<file path="config.mk">
export PLATFORM = sky130hd
export DESIGN_NAME = color_posterize_style_remap
export DESIGN_NICKNAME = d
export VERILOG_FILES = /design/src/rtl/crp_pkg.sv /design/src/rtl/crp_quant.sv /design/src/rtl/crp_chroma.sv /design/src/rtl/crp_finish.sv /design/src/rtl/color_posterize_style_remap.sv
export SDC_FILE = /design/constraint.sdc
export NUM_CORES = 1
export LEC_CHECK = 0
export ABC_AREA = 1
export ABC_CLOCK_PERIOD_IN_PS = 8750
export BUFFER_PORTS_ARGS = -buffer_cell sky130_fd_sc_hd__buf_2
export CAP_MARGIN = 20
export CORE_ASPECT_RATIO = 0.8
export CORE_MARGIN = 1
export CORE_UTILIZATION = 40
export CTS_CLUSTER_SIZE = 24
export DETAILED_ROUTE_END_ITERATION = 10
export PLACE_DENSITY_LB_ADDON = 0.1
export SKIP_LAST_GASP = 1
export SLEW_MARGIN = 40
export SYNTH_ARGS = -nofsm -noshare
export SYNTH_HDL_FRONTEND = slang
export SYNTH_SLANG_ARGS = --single-unit
export TNS_END_PERCENT = 10
</file>
<file path="constraint.sdc">
create_clock -name clock -period 8.75 [get_ports clock]
set_clock_uncertainty 0.15 [all_clocks]
set_input_delay 0.4375 -clock clock [delete_from_list [all_inputs] [get_ports clock]]
set_output_delay 0.4375 -clock clock [all_outputs]
set_load 0.1 [all_outputs]
</file>
<file path="src/rtl/crp_pkg.sv">
// Shared types, constants, tables and helpers of the posterize and style remap pipeline.
package crp_pkg;

   // Register indexes on the CSR port
   localparam logic [1:0] CSR_MODE_SELECT = 2'd0;
   localparam logic [1:0] CSR_QUANT_BANDS = 2'd1;
   localparam logic [1:0] CSR_STYLE_INDEX = 2'd2;

   // Register reset values
   localparam logic       MODE_RESET  = 1'b0;
   localparam logic [7:0] BANDS_RESET = 8'd4;
   localparam logic [2:0] STYLE_RESET = 3'd0;

   // Mode codes
   localparam logic MODE_POSTERIZE = 1'b0;
   localparam logic MODE_STYLE     = 1'b1;

   // Band count limits
   localparam logic [7:0] BANDS_MIN = 8'd2;
   localparam logic [7:0] BANDS_MAX = 8'd8;

   // Style table: classic, anime, comic, watercolor, retro
   localparam int STYLE_COUNT = 5;
   localparam logic [8:0]        STYLE_SAT    [STYLE_COUNT] = '{9'd256, 9'd332, 9'd358,
                                                              9'd192, 9'd230};
   localparam logic signed [7:0] STYLE_WARMTH [STYLE_COUNT] = '{8'sd0, -8'sd26, 8'sd13,
                                                              8'sd38, 8'sd77};
   // Band count minus one per style
   localparam logic [2:0]        STYLE_NM1    [STYLE_COUNT] = '{3'd3, 3'd2, 3'd2,
                                                              3'd5, 3'd3};

   // Luma weights
   localparam logic [7:0] LUMA_R = 8'd77;
   localparam logic [7:0] LUMA_G = 8'd150;
   localparam logic [7:0] LUMA_B = 8'd29;

   // Warmth weights
   localparam logic signed [11:0] WARM_RB = 12'sd15;
   localparam logic signed [11:0] WARM_G  = 12'sd5;

   // Level table: entry {nm1, idx} holds idx*255/nm1, truncated
   localparam logic [7:0] LEVEL_TABLE [64] = '{
      8'd0, 8'd0,   8'd0,   8'd0,   8'd0,   8'd0,   8'd0,   8'd0,
      8'd0, 8'd255, 8'd0,   8'd0,   8'd0,   8'd0,   8'd0,   8'd0,
      8'd0, 8'd127, 8'd255, 8'd0,   8'd0,   8'd0,   8'd0,   8'd0,
      8'd0, 8'd85,  8'd170, 8'd255, 8'd0,   8'd0,   8'd0,   8'd0,
      8'd0, 8'd63,  8'd127, 8'd191, 8'd255, 8'd0,   8'd0,   8'd0,
      8'd0, 8'd51,  8'd102, 8'd153, 8'd204, 8'd255, 8'd0,   8'd0,
      8'd0, 8'd42,  8'd85,  8'd127, 8'd170, 8'd212, 8'd255, 8'd0,
      8'd0, 8'd36,  8'd72,  8'd109, 8'd145, 8'd182, 8'd218, 8'd255
   };

   // Per-word control that travels with the pixel
   typedef struct packed {
      logic              mode;
      logic [2:0]        nm1;
      logic [8:0]        sat;
      logic signed [3:0] w15;
      logic signed [2:0] w5;
   } ctl_type;

   // Band index by rounded scale, then back to a level; x/255 via reciprocal
   function automatic logic [7:0] posterize(input logic [7:0] v, input logic [2:0] nm1);
      logic [10:0] x;
      logic [10:0] y;
      logic [2:0]  idx;
      x = 11'(v) * 11'(nm1) + 11'd127;
      y = x + 11'(x[10:8]) + 11'd1;
      idx = y[10:8];
      if (idx > nm1) begin
         idx = nm1;
      end
      return LEVEL_TABLE[{nm1, idx}];
   endfunction

   // Red/blue warmth offset, floored
   function automatic logic signed [3:0] warm_rb(input logic signed [7:0] warmth);
      logic signed [11:0] p;
      p = 12'(warmth) * WARM_RB;
      return p[11:8];
   endfunction

   // Green warmth offset, floored
   function automatic logic signed [2:0] warm_g(input logic signed [7:0] warmth);
      logic signed [11:0] p;
      p = 12'(warmth) * WARM_G;
      return p[10:8];
   endfunction

endpackage

</file>
<file path="src/rtl/crp_quant.sv">
// Posterize stage: reduces each color channel to its band level.
module crp_quant (
   input  logic             clock,
   input  logic             reset,
   input  logic             valid_in,
   output logic             ready_out,
   input  logic             ready_in,
   input  logic [7:0]       red_in,
   input  logic [7:0]       green_in,
   input  logic [7:0]       blue_in,
   input  logic [7:0]       alpha_in,
   input  crp_pkg::ctl_type ctl_in,
   output logic             valid_ff,
   output logic [7:0]       red_ff,
   output logic [7:0]       green_ff,
   output logic [7:0]       blue_ff,
   output logic [7:0]       alpha_ff,
   output crp_pkg::ctl_type ctl_ff
);

   logic [7:0] red_q_in;
   logic [7:0] green_q_in;
   logic [7:0] blue_q_in;

   // Take a word when empty or when the next stage moves
   assign ready_out = !valid_ff || ready_in;

   // Map channels to levels
   always_comb begin
      red_q_in   = crp_pkg::posterize(red_in, ctl_in.nm1);
      green_q_in = crp_pkg::posterize(green_in, ctl_in.nm1);
      blue_q_in  = crp_pkg::posterize(blue_in, ctl_in.nm1);
   end

   // Advance valid
   always_ff @(posedge clock) begin
      if (reset) begin
         valid_ff <= 1'b0;
      end else if (ready_out) begin
         valid_ff <= valid_in;
      end
   end

   // Load payload
   always_ff @(posedge clock) begin
      if (ready_out && valid_in) begin
         red_ff   <= red_q_in;
         green_ff <= green_q_in;
         blue_ff  <= blue_q_in;
         alpha_ff <= alpha_in;
         ctl_ff   <= ctl_in;
      end
   end

endmodule

</file>
<file path="src/rtl/crp_chroma.sv">
// Luma and saturation stages: forms luma, then scales each channel away from it.
module crp_chroma (
   input  logic                clock,
   input  logic                reset,
   input  logic                valid_in,
   output logic                ready_out,
   input  logic                ready_in,
   input  logic [7:0]          red_in,
   input  logic [7:0]          green_in,
   input  logic [7:0]          blue_in,
   input  logic [7:0]          alpha_in,
   input  crp_pkg::ctl_type    ctl_in,
   output logic                valid_ff,
   output logic [7:0]          red_ff,
   output logic [7:0]          green_ff,
   output logic [7:0]          blue_ff,
   output logic [7:0]          alpha_ff,
   output logic [7:0]          luma_ff,
   output logic signed [9:0]   red_sc_ff,
   output logic signed [9:0]   green_sc_ff,
   output logic signed [9:0]   blue_sc_ff,
   output crp_pkg::ctl_type    ctl_ff
);

   // Luma stage registers
   logic             lu_valid_ff;
   logic             lu_ready;
   logic [7:0]       lu_red_ff;
   logic [7:0]       lu_green_ff;
   logic [7:0]       lu_blue_ff;
   logic [7:0]       lu_alpha_ff;
   logic [7:0]       lu_luma_ff;
   crp_pkg::ctl_type lu_ctl_ff;

   logic [15:0]        luma_sum;
   logic [7:0]         luma_in;
   logic signed [8:0]  red_diff;
   logic signed [8:0]  green_diff;
   logic signed [8:0]  blue_diff;
   logic signed [18:0] red_prod;
   logic signed [18:0] green_prod;
   logic signed [18:0] blue_prod;
   logic signed [18:0] sat_gain;

   assign ready_out = !lu_valid_ff || lu_ready;
   assign lu_ready  = !valid_ff || ready_in;

   // Weighted luma sum
   always_comb begin
      luma_sum = 16'(red_in) * 16'(crp_pkg::LUMA_R)
               + 16'(green_in) * 16'(crp_pkg::LUMA_G)
               + 16'(blue_in) * 16'(crp_pkg::LUMA_B);
      luma_in  = luma_sum[15:8];
   end

   always_ff @(posedge clock) begin
      if (reset) begin
         lu_valid_ff <= 1'b0;
      end else if (ready_out) begin
         lu_valid_ff <= valid_in;
      end
   end

   always_ff @(posedge clock) begin
      if (ready_out && valid_in) begin
         lu_red_ff   <= red_in;
         lu_green_ff <= green_in;
         lu_blue_ff  <= blue_in;
         lu_alpha_ff <= alpha_in;
         lu_luma_ff  <= luma_in;
         lu_ctl_ff   <= ctl_in;
      end
   end

   // Scale the offset from luma by the unsigned 1.8 gain; bit select floors
   always_comb begin
      red_diff   = $signed({1'b0, lu_red_ff}) - $signed({1'b0, lu_luma_ff});
      green_diff = $signed({1'b0, lu_green_ff}) - $signed({1'b0, lu_luma_ff});
      blue_diff  = $signed({1'b0, lu_blue_ff}) - $signed({1'b0, lu_luma_ff});
      sat_gain   = 19'($signed({1'b0, lu_ctl_ff.sat}));
      red_prod   = 19'(red_diff) * sat_gain;
      green_prod = 19'(green_diff) * sat_gain;
      blue_prod  = 19'(blue_diff) * sat_gain;
   end

   always_ff @(posedge clock) begin
      if (reset) begin
         valid_ff <= 1'b0;
      end else if (lu_ready) begin
         valid_ff <= lu_valid_ff;
      end
   end

   always_ff @(posedge clock) begin
      if (lu_ready && lu_valid_ff) begin
         red_ff      <= lu_red_ff;
         green_ff    <= lu_green_ff;
         blue_ff     <= lu_blue_ff;
         alpha_ff    <= lu_alpha_ff;
         luma_ff     <= lu_luma_ff;
         red_sc_ff   <= red_prod[17:8];
         green_sc_ff <= green_prod[17:8];
         blue_sc_ff  <= blue_prod[17:8];
         ctl_ff      <= lu_ctl_ff;
      end
   end

endmodule

</file>
<file path="src/rtl/crp_finish.sv">
// Output stage: adds warmth, clamps, selects by mode and holds the result word.
module crp_finish (
   input  logic              clock,
   input  logic              reset,
   input  logic              valid_in,
   output logic              ready_out,
   input  logic              stall_in,
   input  logic [7:0]        red_in,
   input  logic [7:0]        green_in,
   input  logic [7:0]        blue_in,
   input  logic [7:0]        alpha_in,
   input  logic [7:0]        luma_in,
   input  logic signed [9:0] red_sc_in,
   input  logic signed [9:0] green_sc_in,
   input  logic signed [9:0] blue_sc_in,
   input  crp_pkg::ctl_type  ctl_in,
   output logic              valid_ff,
   output logic [7:0]        red_ff,
   output logic [7:0]        green_ff,
   output logic [7:0]        blue_ff,
   output logic [7:0]        alpha_ff
);

   logic signed [11:0] red_sum;
   logic signed [11:0] green_sum;
   logic signed [11:0] blue_sum;
   logic signed [11:0] luma_ext;
   logic [7:0]         red_res_in;
   logic [7:0]         green_res_in;
   logic [7:0]         blue_res_in;

   function automatic logic [7:0] clamp8(input logic signed [11:0] v);
      logic [7:0] r;
      if (v < 12'sd0) begin
         r = 8'd0;
      end else if (v > 12'sd255) begin
         r = 8'd255;
      end else begin
         r = v[7:0];
      end
      return r;
   endfunction

   assign ready_out = !valid_ff || !stall_in;

   // Add warmth and clamp, or pass posterized levels
   always_comb begin
      luma_ext  = $signed({4'b0, luma_in});
      red_sum   = luma_ext + 12'(red_sc_in) + 12'(ctl_in.w15);
      green_sum = luma_ext + 12'(green_sc_in) + 12'(ctl_in.w5);
      blue_sum  = luma_ext + 12'(blue_sc_in) - 12'(ctl_in.w15);
      if (ctl_in.mode == crp_pkg::MODE_STYLE) begin
         red_res_in   = clamp8(red_sum);
         green_res_in = clamp8(green_sum);
         blue_res_in  = clamp8(blue_sum);
      end else begin
         red_res_in   = red_in;
         green_res_in = green_in;
         blue_res_in  = blue_in;
      end
   end

   always_ff @(posedge clock) begin
      if (reset) begin
         valid_ff <= 1'b0;
      end else if (ready_out) begin
         valid_ff <= valid_in;
      end
   end

   // Hold the word while stalled
   always_ff @(posedge clock) begin
      if (ready_out && valid_in) begin
         red_ff   <= red_res_in;
         green_ff <= green_res_in;
         blue_ff  <= blue_res_in;
         alpha_ff <= alpha_in;
      end
   end

endmodule

</file>
<file path="src/rtl/color_posterize_style_remap.sv">
// A word accepted on req_ passes five register stages on its way to rsp_.
// Throughput: one word per clock unless rsp_stall holds; only the ready chain bounds it.
// Stages: input register, posterize, luma, saturation multiply, warmth/clamp output.
// Reset (synchronous, active high) empties the pipeline and sets mode_select 0,
// quant_bands 4, style_index 0.
// Top level: CSR registers, per-word control decode, input stage and stage chain.
module color_posterize_style_remap (
   input  logic       clock,
   input  logic       reset,
   input  logic       csr_write_enable,
   input  logic [1:0] csr_index,
   input  logic [7:0] csr_write_data,
   input  logic       req_valid,
   output logic       req_stall,
   input  logic [7:0] req_red_in,
   input  logic [7:0] req_green_in,
   input  logic [7:0] req_blue_in,
   input  logic [7:0] req_alpha_in,
   output logic       rsp_valid,
   input  logic       rsp_stall,
   output logic [7:0] rsp_red_out,
   output logic [7:0] rsp_green_out,
   output logic [7:0] rsp_blue_out,
   output logic [7:0] rsp_alpha_out
);

   // Configuration registers
   logic       mode_ff;
   logic [7:0] bands_ff;
   logic [2:0] style_ff;

   // Input stage
   logic             in_valid_ff;
   logic             in_ready;
   logic [7:0]       in_red_ff;
   logic [7:0]       in_green_ff;
   logic [7:0]       in_blue_ff;
   logic [7:0]       in_alpha_ff;
   crp_pkg::ctl_type in_ctl_ff;
   crp_pkg::ctl_type ctl_in;

   // Posterize stage outputs
   logic             qu_valid;
   logic             qu_ready;
   logic [7:0]       qu_red;
   logic [7:0]       qu_green;
   logic [7:0]       qu_blue;
   logic [7:0]       qu_alpha;
   crp_pkg::ctl_type qu_ctl;

   // Chroma stage outputs
   logic              ch_valid;
   logic              ch_ready;
   logic [7:0]        ch_red;
   logic [7:0]        ch_green;
   logic [7:0]        ch_blue;
   logic [7:0]        ch_alpha;
   logic [7:0]        ch_luma;
   logic signed [9:0] ch_red_sc;
   logic signed [9:0] ch_green_sc;
   logic signed [9:0] ch_blue_sc;
   crp_pkg::ctl_type  ch_ctl;

   logic [2:0] style_sel;
   logic [7:0] bands_clamped;

   // Write CSR registers
   always_ff @(posedge clock) begin
      if (reset) begin
         mode_ff  <= crp_pkg::MODE_RESET;
         bands_ff <= crp_pkg::BANDS_RESET;
         style_ff <= crp_pkg::STYLE_RESET;
      end else if (csr_write_enable) begin
         unique case (csr_index)
            crp_pkg::CSR_MODE_SELECT: mode_ff  <= csr_write_data[0];
            crp_pkg::CSR_QUANT_BANDS: bands_ff <= csr_write_data;
            crp_pkg::CSR_STYLE_INDEX: style_ff <= csr_write_data[2:0];
            default: ;
         endcase
      end
   end

   // Decode per-word control from the registers
   always_comb begin
      style_sel = (style_ff < 3'(crp_pkg::STYLE_COUNT)) ? style_ff : 3'd0;
      if (bands_ff < crp_pkg::BANDS_MIN) begin
         bands_clamped = crp_pkg::BANDS_MIN;
      end else if (bands_ff > crp_pkg::BANDS_MAX) begin
         bands_clamped = crp_pkg::BANDS_MAX;
      end else begin
         bands_clamped = bands_ff;
      end
      ctl_in.mode = mode_ff;
      ctl_in.sat  = crp_pkg::STYLE_SAT[style_sel];
      ctl_in.w15  = crp_pkg::warm_rb(crp_pkg::STYLE_WARMTH[style_sel]);
      ctl_in.w5   = crp_pkg::warm_g(crp_pkg::STYLE_WARMTH[style_sel]);
      if (mode_ff == crp_pkg::MODE_STYLE) begin
         ctl_in.nm1 = crp_pkg::STYLE_NM1[style_sel];
      end else begin
         ctl_in.nm1 = 3'(bands_clamped - 8'd1);
      end
   end

   // Input stage handshake
   assign in_ready  = !in_valid_ff || qu_ready;
   assign req_stall = !in_ready;

   always_ff @(posedge clock) begin
      if (reset) begin
         in_valid_ff <= 1'b0;
      end else if (in_ready) begin
         in_valid_ff <= req_valid;
      end
   end

   always_ff @(posedge clock) begin
      if (in_ready && req_valid) begin
         in_red_ff   <= req_red_in;
         in_green_ff <= req_green_in;
         in_blue_ff  <= req_blue_in;
         in_alpha_ff <= req_alpha_in;
         in_ctl_ff   <= ctl_in;
      end
   end

   crp_quant u_quant (
      .clock     (clock),
      .reset     (reset),
      .valid_in  (in_valid_ff),
      .ready_out (qu_ready),
      .ready_in  (ch_ready),
      .red_in    (in_red_ff),
      .green_in  (in_green_ff),
      .blue_in   (in_blue_ff),
      .alpha_in  (in_alpha_ff),
      .ctl_in    (in_ctl_ff),
      .valid_ff  (qu_valid),
      .red_ff    (qu_red),
      .green_ff  (qu_green),
      .blue_ff   (qu_blue),
      .alpha_ff  (qu_alpha),
      .ctl_ff    (qu_ctl)
   );

   logic fi_ready;

   crp_chroma u_chroma (
      .clock       (clock),
      .reset       (reset),
      .valid_in    (qu_valid),
      .ready_out   (ch_ready),
      .ready_in    (fi_ready),
      .red_in      (qu_red),
      .green_in    (qu_green),
      .blue_in     (qu_blue),
      .alpha_in    (qu_alpha),
      .ctl_in      (qu_ctl),
      .valid_ff    (ch_valid),
      .red_ff      (ch_red),
      .green_ff    (ch_green),
      .blue_ff     (ch_blue),
      .alpha_ff    (ch_alpha),
      .luma_ff     (ch_luma),
      .red_sc_ff   (ch_red_sc),
      .green_sc_ff (ch_green_sc),
      .blue_sc_ff  (ch_blue_sc),
      .ctl_ff      (ch_ctl)
   );

   crp_finish u_finish (
      .clock       (clock),
      .reset       (reset),
      .valid_in    (ch_valid),
      .ready_out   (fi_ready),
      .stall_in    (rsp_stall),
      .red_in      (ch_red),
      .green_in    (ch_green),
      .blue_in     (ch_blue),
      .alpha_in    (ch_alpha),
      .luma_in     (ch_luma),
      .red_sc_in   (ch_red_sc),
      .green_sc_in (ch_green_sc),
      .blue_sc_in  (ch_blue_sc),
      .ctl_in      (ch_ctl),
      .valid_ff    (rsp_valid),
      .red_ff      (rsp_red_out),
      .green_ff    (rsp_green_out),
      .blue_ff     (rsp_blue_out),
      .alpha_ff    (rsp_alpha_out)
   );

endmodule
</file>
==> flow_metrics.py, run 1 <==
metrics = {
    "die": {
        "start_util_pct": 40.8,
        "coreArea_mm2": 0.0648,
        "num_rows": 83,
        "io_pins": 81,
        "die_w_um": 289,
        "fp.dieH_um": 232,
        "die_area_mm2": 0.0672,
    },
    "setup_path": {
        "cp_slowest_cell": "fa_1",
        "required_ns": 8.96,
        "cp-end-kind": "flip-flop",
        "cp_slowest_stage_delay_ns": 0.56,
        "path_max_fanout": 7,
        "worstPathArrival_ns": 7.25,
        "path_class": "reg2reg",
        "timing.critical_path.mode_cell": "nand2_1",
        "worstSetupStartpointType": "flip-flop",
    },
    "route": {
        "wl_um": 64200,
        "drtIter0Drc": 1109,
        "via_per_inst": 4.85,
        "drc": 0,
        "wire_per_inst_um": 16.2,
        "firstDrtPassIters": 5,
        "vias": 19200,
        "ant_nets": 0,
    },
    "logic_synthesis": {
        "synth_top_family_by_area": "adder cells",
        "yosysWarnings": 0,
        "post_synth_fa_ha_maj_area_fraction_pct": 34.5,
        "yosys_register_bits": 268,
        "ys.flop_type": "edfxtp_1",
        "netlist_instances": 2943,
        "synth_compound_area_share_pct": 5.29,
        "synth_common_cells": "nand2_1, inv_1, ha_1",
        "yosys.area_share.simple_pct": 17.6,
        "synth_edf_count": 251,
        "avgSynthCellArea_um2": 8.99,
        "yosysUniqueCellTypes": 57,
        "yosysMostFrequentCell": "nand2_1",
        "ys_async_sr_fraction_pct": 0,
        "synth_top_area_share_pct": 28.5,
        "synth_area_leader_cell": "edfxtp_1",
        "synth_mux_area_share_pct": 0,
        "synth_xor_xnor_area_share_pct": 3.50,
        "synth_area_leaders": "edfxtp_1, ha_1, fa_1",
        "ys_seq_area_share_pct": 29.8,
        "synth.cell_area_mm2": 0.0264,
    },
    "layout": {
        "drive_gt1_share_pct": 8.33,
        "fin_util_pct": 45.4,
        "nets": 3737,
        "syn_to_final_growth_pct": 11.2,
    },
    "clock_tree": {
        "hold_buffers": 46,
        "cts_max_level": 1,
        "clk_pin_slew_ns": 0.06,
        "cts_tree": "done",
        "numClockSinks": 268,
        "clk_latency_ns": 0.61,
        "post_cts_resize_count": 0,
        "ctsRootBufferMaster": "clkbuf_16",
        "tritoncts.num_buffers": 31,
        "clock_path_buffers": 3,
        "post-cts-setup-buffers": 0,
    },
    "grt": {
        "grt_max_degree": 75,
        "track_usage_pct": 19.9,
        "grt-ovfl-total": 0,
        "antenna_found_initial": 1,
        "grt_pass1_vias": 19800,
        "grt_pass1_wl_um": 105000,
    },
    "placement": {
        "dpl_worst_slack_ns": 1.69,
        "gp_congestion": 0.866,
        "dp_hpwl_um": 51400,
        "io_buffers": 80,
    },
    "worst_hold_path": {
        "hp-class": "in2reg",
    },
    "timing": {
        "setup_viol": 0,
        "hold_viol": 0,
        "slew_viol_final": 0,
        "relSlewSlack_pct": 42.9,
        "fmax_mhz": 142,
        "setup-tns-final_ns": 0,
        "worstMarginPinSlew_ns": 0.851,
        "final.period_utilization_pct": 80.5,
        "setup_slack_ns": 1.71,
        "fin_crit_ns": 7.04,
        "grt_setup_unrepaired": "false",
    },
    "job": {
        "drv_cap": 0,
    },
    "run_status": {
        "status": "finished clean",
    },
}
registers in the layout, summed over array words and instances, names as in the netlist, 10 cells and up:
signal	flops
u_chroma.blue_sc_ff	10
u_chroma.green_sc_ff	10
u_chroma.lu_ctl_ff	12
u_chroma.red_sc_ff	10
u_quant.ctl_ff	12
in_ctl_ff	15
cell usage in the layout, fill, tap and decap left out, drive strengths merged, types with 13 or more instances in the layout:
cell and n:
dlygate4sd3 46, nand3 129, fa 209, a21oi 126, o21bai 13, clkbuf 42
nor2 194, edfxtp 251, xor2 71, nand4 16, inv 604, clkinv 13
a31oi 14, nand2 689, buf 102, or2 18, ha 395, xnor2 33
o21ai 63, dfxtp 17
metal layers:
| metal | GRT usage [%] | routed length, µm | up-vias |
|---|---|---|---|
| met2 | 30.5 | 27200 | 360 |
| met5 | 0 | 0 | - |
| met1 | 30.0 | 32600 | 9120 |
| met3 | 2.28 | 3090 | 72 |
| met4 | 4.08 | 1290 | 0 |
| li1 | - | - | 9655 |
layout make-up:
cell class / instances / area (µm²)
Sequential cell: 268 / 7880
Antenna cell: 1 / 2.50
Clock buffer: 42 / 827
Fill cell: 6356 / 35400
Timing Repair Buffer: 148 / 1050
Multi-Input combinational cell: 2030 / 16100
Tap cell: 850 / 1060
Inverter: 607 / 2280
Clock inverter: 15 / 179
final timing paths:
path                               startpoint  slack, ns  cells after the start                                end
max          u_chroma.lu_luma_ff[1]$_DFFE_PP_       1.71                     27  u_chroma.green_sc_ff[7]$_DFFE_PP_
min                          csr_write_enable       0.11                      3           style_ff[2]$_SDFFE_PP0P_
max reg2reg  u_chroma.lu_luma_ff[1]$_DFFE_PP_       1.71                     27  u_chroma.green_sc_ff[7]$_DFFE_PP_
min reg2reg    u_chroma.alpha_ff[5]$_DFFE_PP_       0.27                      0     u_finish.alpha_ff[5]$_DFFE_PP_
worst max-delay path: cells and delay by family, from the launching register on:
kind | cells | cell delay, ns
flip-flops | 1 | 0.36
AO/OA/AOI/OAI | 9 | 1.88
buffers and inverters | 4 | 0.66
AND/OR/NAND/NOR | 7 | 0.67
adder cells (fa/ha/maj) | 7 | 3.07
stage by stage:
stage	instance area [µm²]	hold slack, ns	instances
floorplan	26400	0.250	2944
global placement	27900	0.250	3854
detailed placement	27900	0.255	3856
CTS	29400	0.0642	3959
global route	29400	0.131	3960
finish	29400	0.106	3961
kinds of logic after synthesis:
| group | count (synthesis) |
|---|---|
| and+or+nand+nor | 1074 |
| buffers and inverters | 646 |
| adders and majority gates | 604 |
| DFF | 268 |
| AOI/OAI and AO/OA | 246 |
| xor gates and xnor gates | 104 |
| other | 1 |
Power of run 1 is left out: the tool's default activity adds up to more than one toggle a clock period on the data nets, which glitch-free logic cannot reach.
==> run 2, diff against run 1 <==
- ABC_AREA: 1 -> 0
- ABC_CLOCK_PERIOD_IN_PS: 8750 -> 6100
- clock period: 8.75 -> 6.1 ns (I/O delays scaled with it)
==> flow_metrics.py, run 2 <==
metrics = {
    "run_status": {
        "status": "finished, violations left",
        "violations": "negative setup slack",
    },
    "setup_path": {
        "path_max_fanout": 5,
        "path_class": "reg2reg",
        "timing.critical_path.mode_cell": "ha_4",
        "worstPathArrival_ns": 6.82,
        "cp_slowest_stage_delay_ns": 0.57,
        "required_ns": 6.24,
        "cp-end-kind": "flip-flop",
        "cp_slowest_cell": "fa_2",
        "worstSetupStartpointType": "flip-flop",
    },
    "route": {
        "via_per_inst": 4.94,
        "drtIter0Drc": 848,
        "vias": 18700,
        "firstDrtPassIters": 5,
        "wire_per_inst_um": 16.7,
        "ant_nets": 0,
        "wl_um": 63300,
        "drc": 0,
    },
    "timing": {
        "relSlewSlack_pct": 44.7,
        "grt_setup_unrepaired": "true",
        "setup_slack_ns": -0.581,
        "worstMarginPinSlew_ns": 0.827,
        "finalHoldWorstSlack_ns": 0.0656,
        "hold_viol": 0,
        "setup_viol": 50,
        "slew_viol_final": 0,
        "fmax_mhz": 150,
        "fin_crit_ns": 6.68,
        "final.period_utilization_pct": 110,
    },
    "layout": {
        "drive_gt1_share_pct": 26.2,
        "max_flop_register": "in_ctl_ff",
        "largestRegisters": "in_ctl_ff (15), u_chroma.lu_ctl_ff (12), u_quant.ctl_ff (12)",
        "syn_to_final_growth_pct": 27.6,
        "largest_reg_flops": 15,
        "diodes": 0,
        "layout_common_cells": "inv_1, buf_4, ha_1",
        "fillers": 5684,
        "nets": 3575,
    },
    "grt": {
        "grt-ovfl-total": 0,
        "grt_max_degree": 54,
        "antenna_found_initial": 1,
        "grt_pass1_wl_um": 102000,
        "track_usage_pct": 19.7,
        "grt_pass1_vias": 19200,
    },
    "die": {
        "start_util_pct": 40.6,
        "io_pins": 81,
        "coreArea_mm2": 0.0629,
        "die_area_mm2": 0.0649,
        "num_rows": 82,
        "die_w_um": 285,
        "fp.dieH_um": 228,
    },
    "clock_tree": {
        "numClockSinks": 268,
        "tritoncts.num_buffers": 30,
        "clk_pin_slew_ns": 0.06,
        "clk_latency_ns": 0.61,
        "cts_max_level": 1,
        "ctsRootBufferMaster": "clkbuf_16",
        "cts_tree": "done",
        "clock_path_buffers": 3,
    },
    "logic_synthesis": {
        "synth_compound_area_share_pct": 10.3,
        "synth_area_leaders": "edfxtp_1, ha_1, fa_1",
        "ys_async_sr_fraction_pct": 0,
        "avgSynthCellArea_um2": 10.7,
        "synth_mux_area_share_pct": 1.54,
        "synth.cell_area_mm2": 0.0255,
        "yosys_register_bits": 268,
        "synth_top_area_share_pct": 29.5,
        "post_synth_fa_ha_maj_area_fraction_pct": 35.8,
        "synth_common_cells": "inv_1, ha_1, edfxtp_1",
        "synth_edf_count": 251,
        "yosysUniqueCellTypes": 91,
        "netlist_instances": 2389,
        "ys_seq_area_share_pct": 30.8,
        "yosys.area_share.simple_pct": 10.7,
        "synth_xor_xnor_area_share_pct": 3.73,
        "synth_area_leader_cell": "edfxtp_1",
        "yosysWarnings": 0,
        "synth_top_family_by_area": "adder cells",
        "ys.flop_type": "edfxtp_1",
        "yosysMostFrequentCell": "inv_1",
    },
    "placement": {
        "gp_congestion": 0.873,
        "dp_hpwl_um": 50700,
        "dpl_worst_slack_ns": -0.702,
        "io_buffers": 80,
    },
    "worst_hold_path": {
        "hp-class": "in2reg",
    },
    "job": {
        "drv_cap": 0,
    },
}
## run 2: cell types whose count changed in the layout (fill, tap and decap cells not counted), sizes merged, moves of 31 or more
cell	before	now
a21oi	126	88
and2	3	114
buf	102	502
inv	604	426
nand2	689	159
nand2b	0	31
nand3	129	19
nor2	194	108
xnor2	33	68
xor2	71	40
## run 2: worst paths after layout
path / start / end / slack [ns] / cells after the start
setup / recovery: in_ctl_ff[18]$_DFFE_PP_ / u_quant.red_ff[5]$_DFFE_PP_ / -0.58 / 33
hold / removal: csr_write_enable / style_ff[2]$_SDFFE_PP0P_ / 0.07 / 4
setup reg to reg: in_ctl_ff[18]$_DFFE_PP_ / u_quant.red_ff[5]$_DFFE_PP_ / -0.58 / 33
hold reg to reg: in_alpha_ff[2]$_DFFE_PP_ / u_quant.alpha_ff[2]$_DFFE_PP_ / 0.26 / 0
## run 2: cells by family (layout without fill, tap and decap cells)
logic type	Yosys count	count (layout)
muxes	31	31
adders and majority gates	605	605
buffers and inverters	471	1029
xor gates and xnor gates	108	108
DFF	268	268
other	1	2
AOI/OAI and AO/OA	369	369
and+or+nand+nor	536	536
## run 2: cell type report
cell class                 count  area (µm²)  area share, %
inverter                     420        1580           4.84
multi-input combinational   1651       16800           51.6
clock inverter                24         308          0.944
timing repair buffer         553        4210           12.9
sequential                   268        7880           24.2
tap                          840        1050           3.22
clock buffer                  32         758           2.33
## run 2: critical path: cells and delay by family, from the launching register on
family	cells	cell delay, ns
adders and majority gates	6	1.69
AOI/OAI and AO/OA	12	1.63
and+or+nand+nor	6	1.20
buffers and inverters	7	0.64
muxes	1	0.45
DFF	1	0.43
xor gates and xnor gates	1	0.17
## run 2: routing by layer
metal,GRT usage [%],up-vias,wire [µm]
li1,-,9193,-
met1,29.7,9132,32100
met2,30.5,329,27600
met3,2.77,50,2690
met4,2.79,0,853
met5,0,-,0
## run 2: timing repair
item / CTS / global route
hold buffers: 50 / 0
pin swaps: 67 / 63
resized for setup: 74 / 91
gates cloned: 1 / 1
buffers inserted: 41 / 13
endpoints found under the hold margin: 52 / 0
setup endpoints to repair: 52 / 56
## run 2: through the flow
step | util, % | TNS, ns | area [µm²] | std cells
after floorplan | - | -15.77 | 25900 | 2390
after global placement | 47.4 | -17.35 | 29800 | 3626
after detailed placement | 47.4 | -22.48 | 29800 | 3626
after CTS | 50.9 | -17.60 | 32000 | 3774
after global routing | 51.8 | -34.66 | 32600 | 3788
final | 51.8 | -16.86 | 32600 | 3788
Power of run 2 is left out for the same reason.
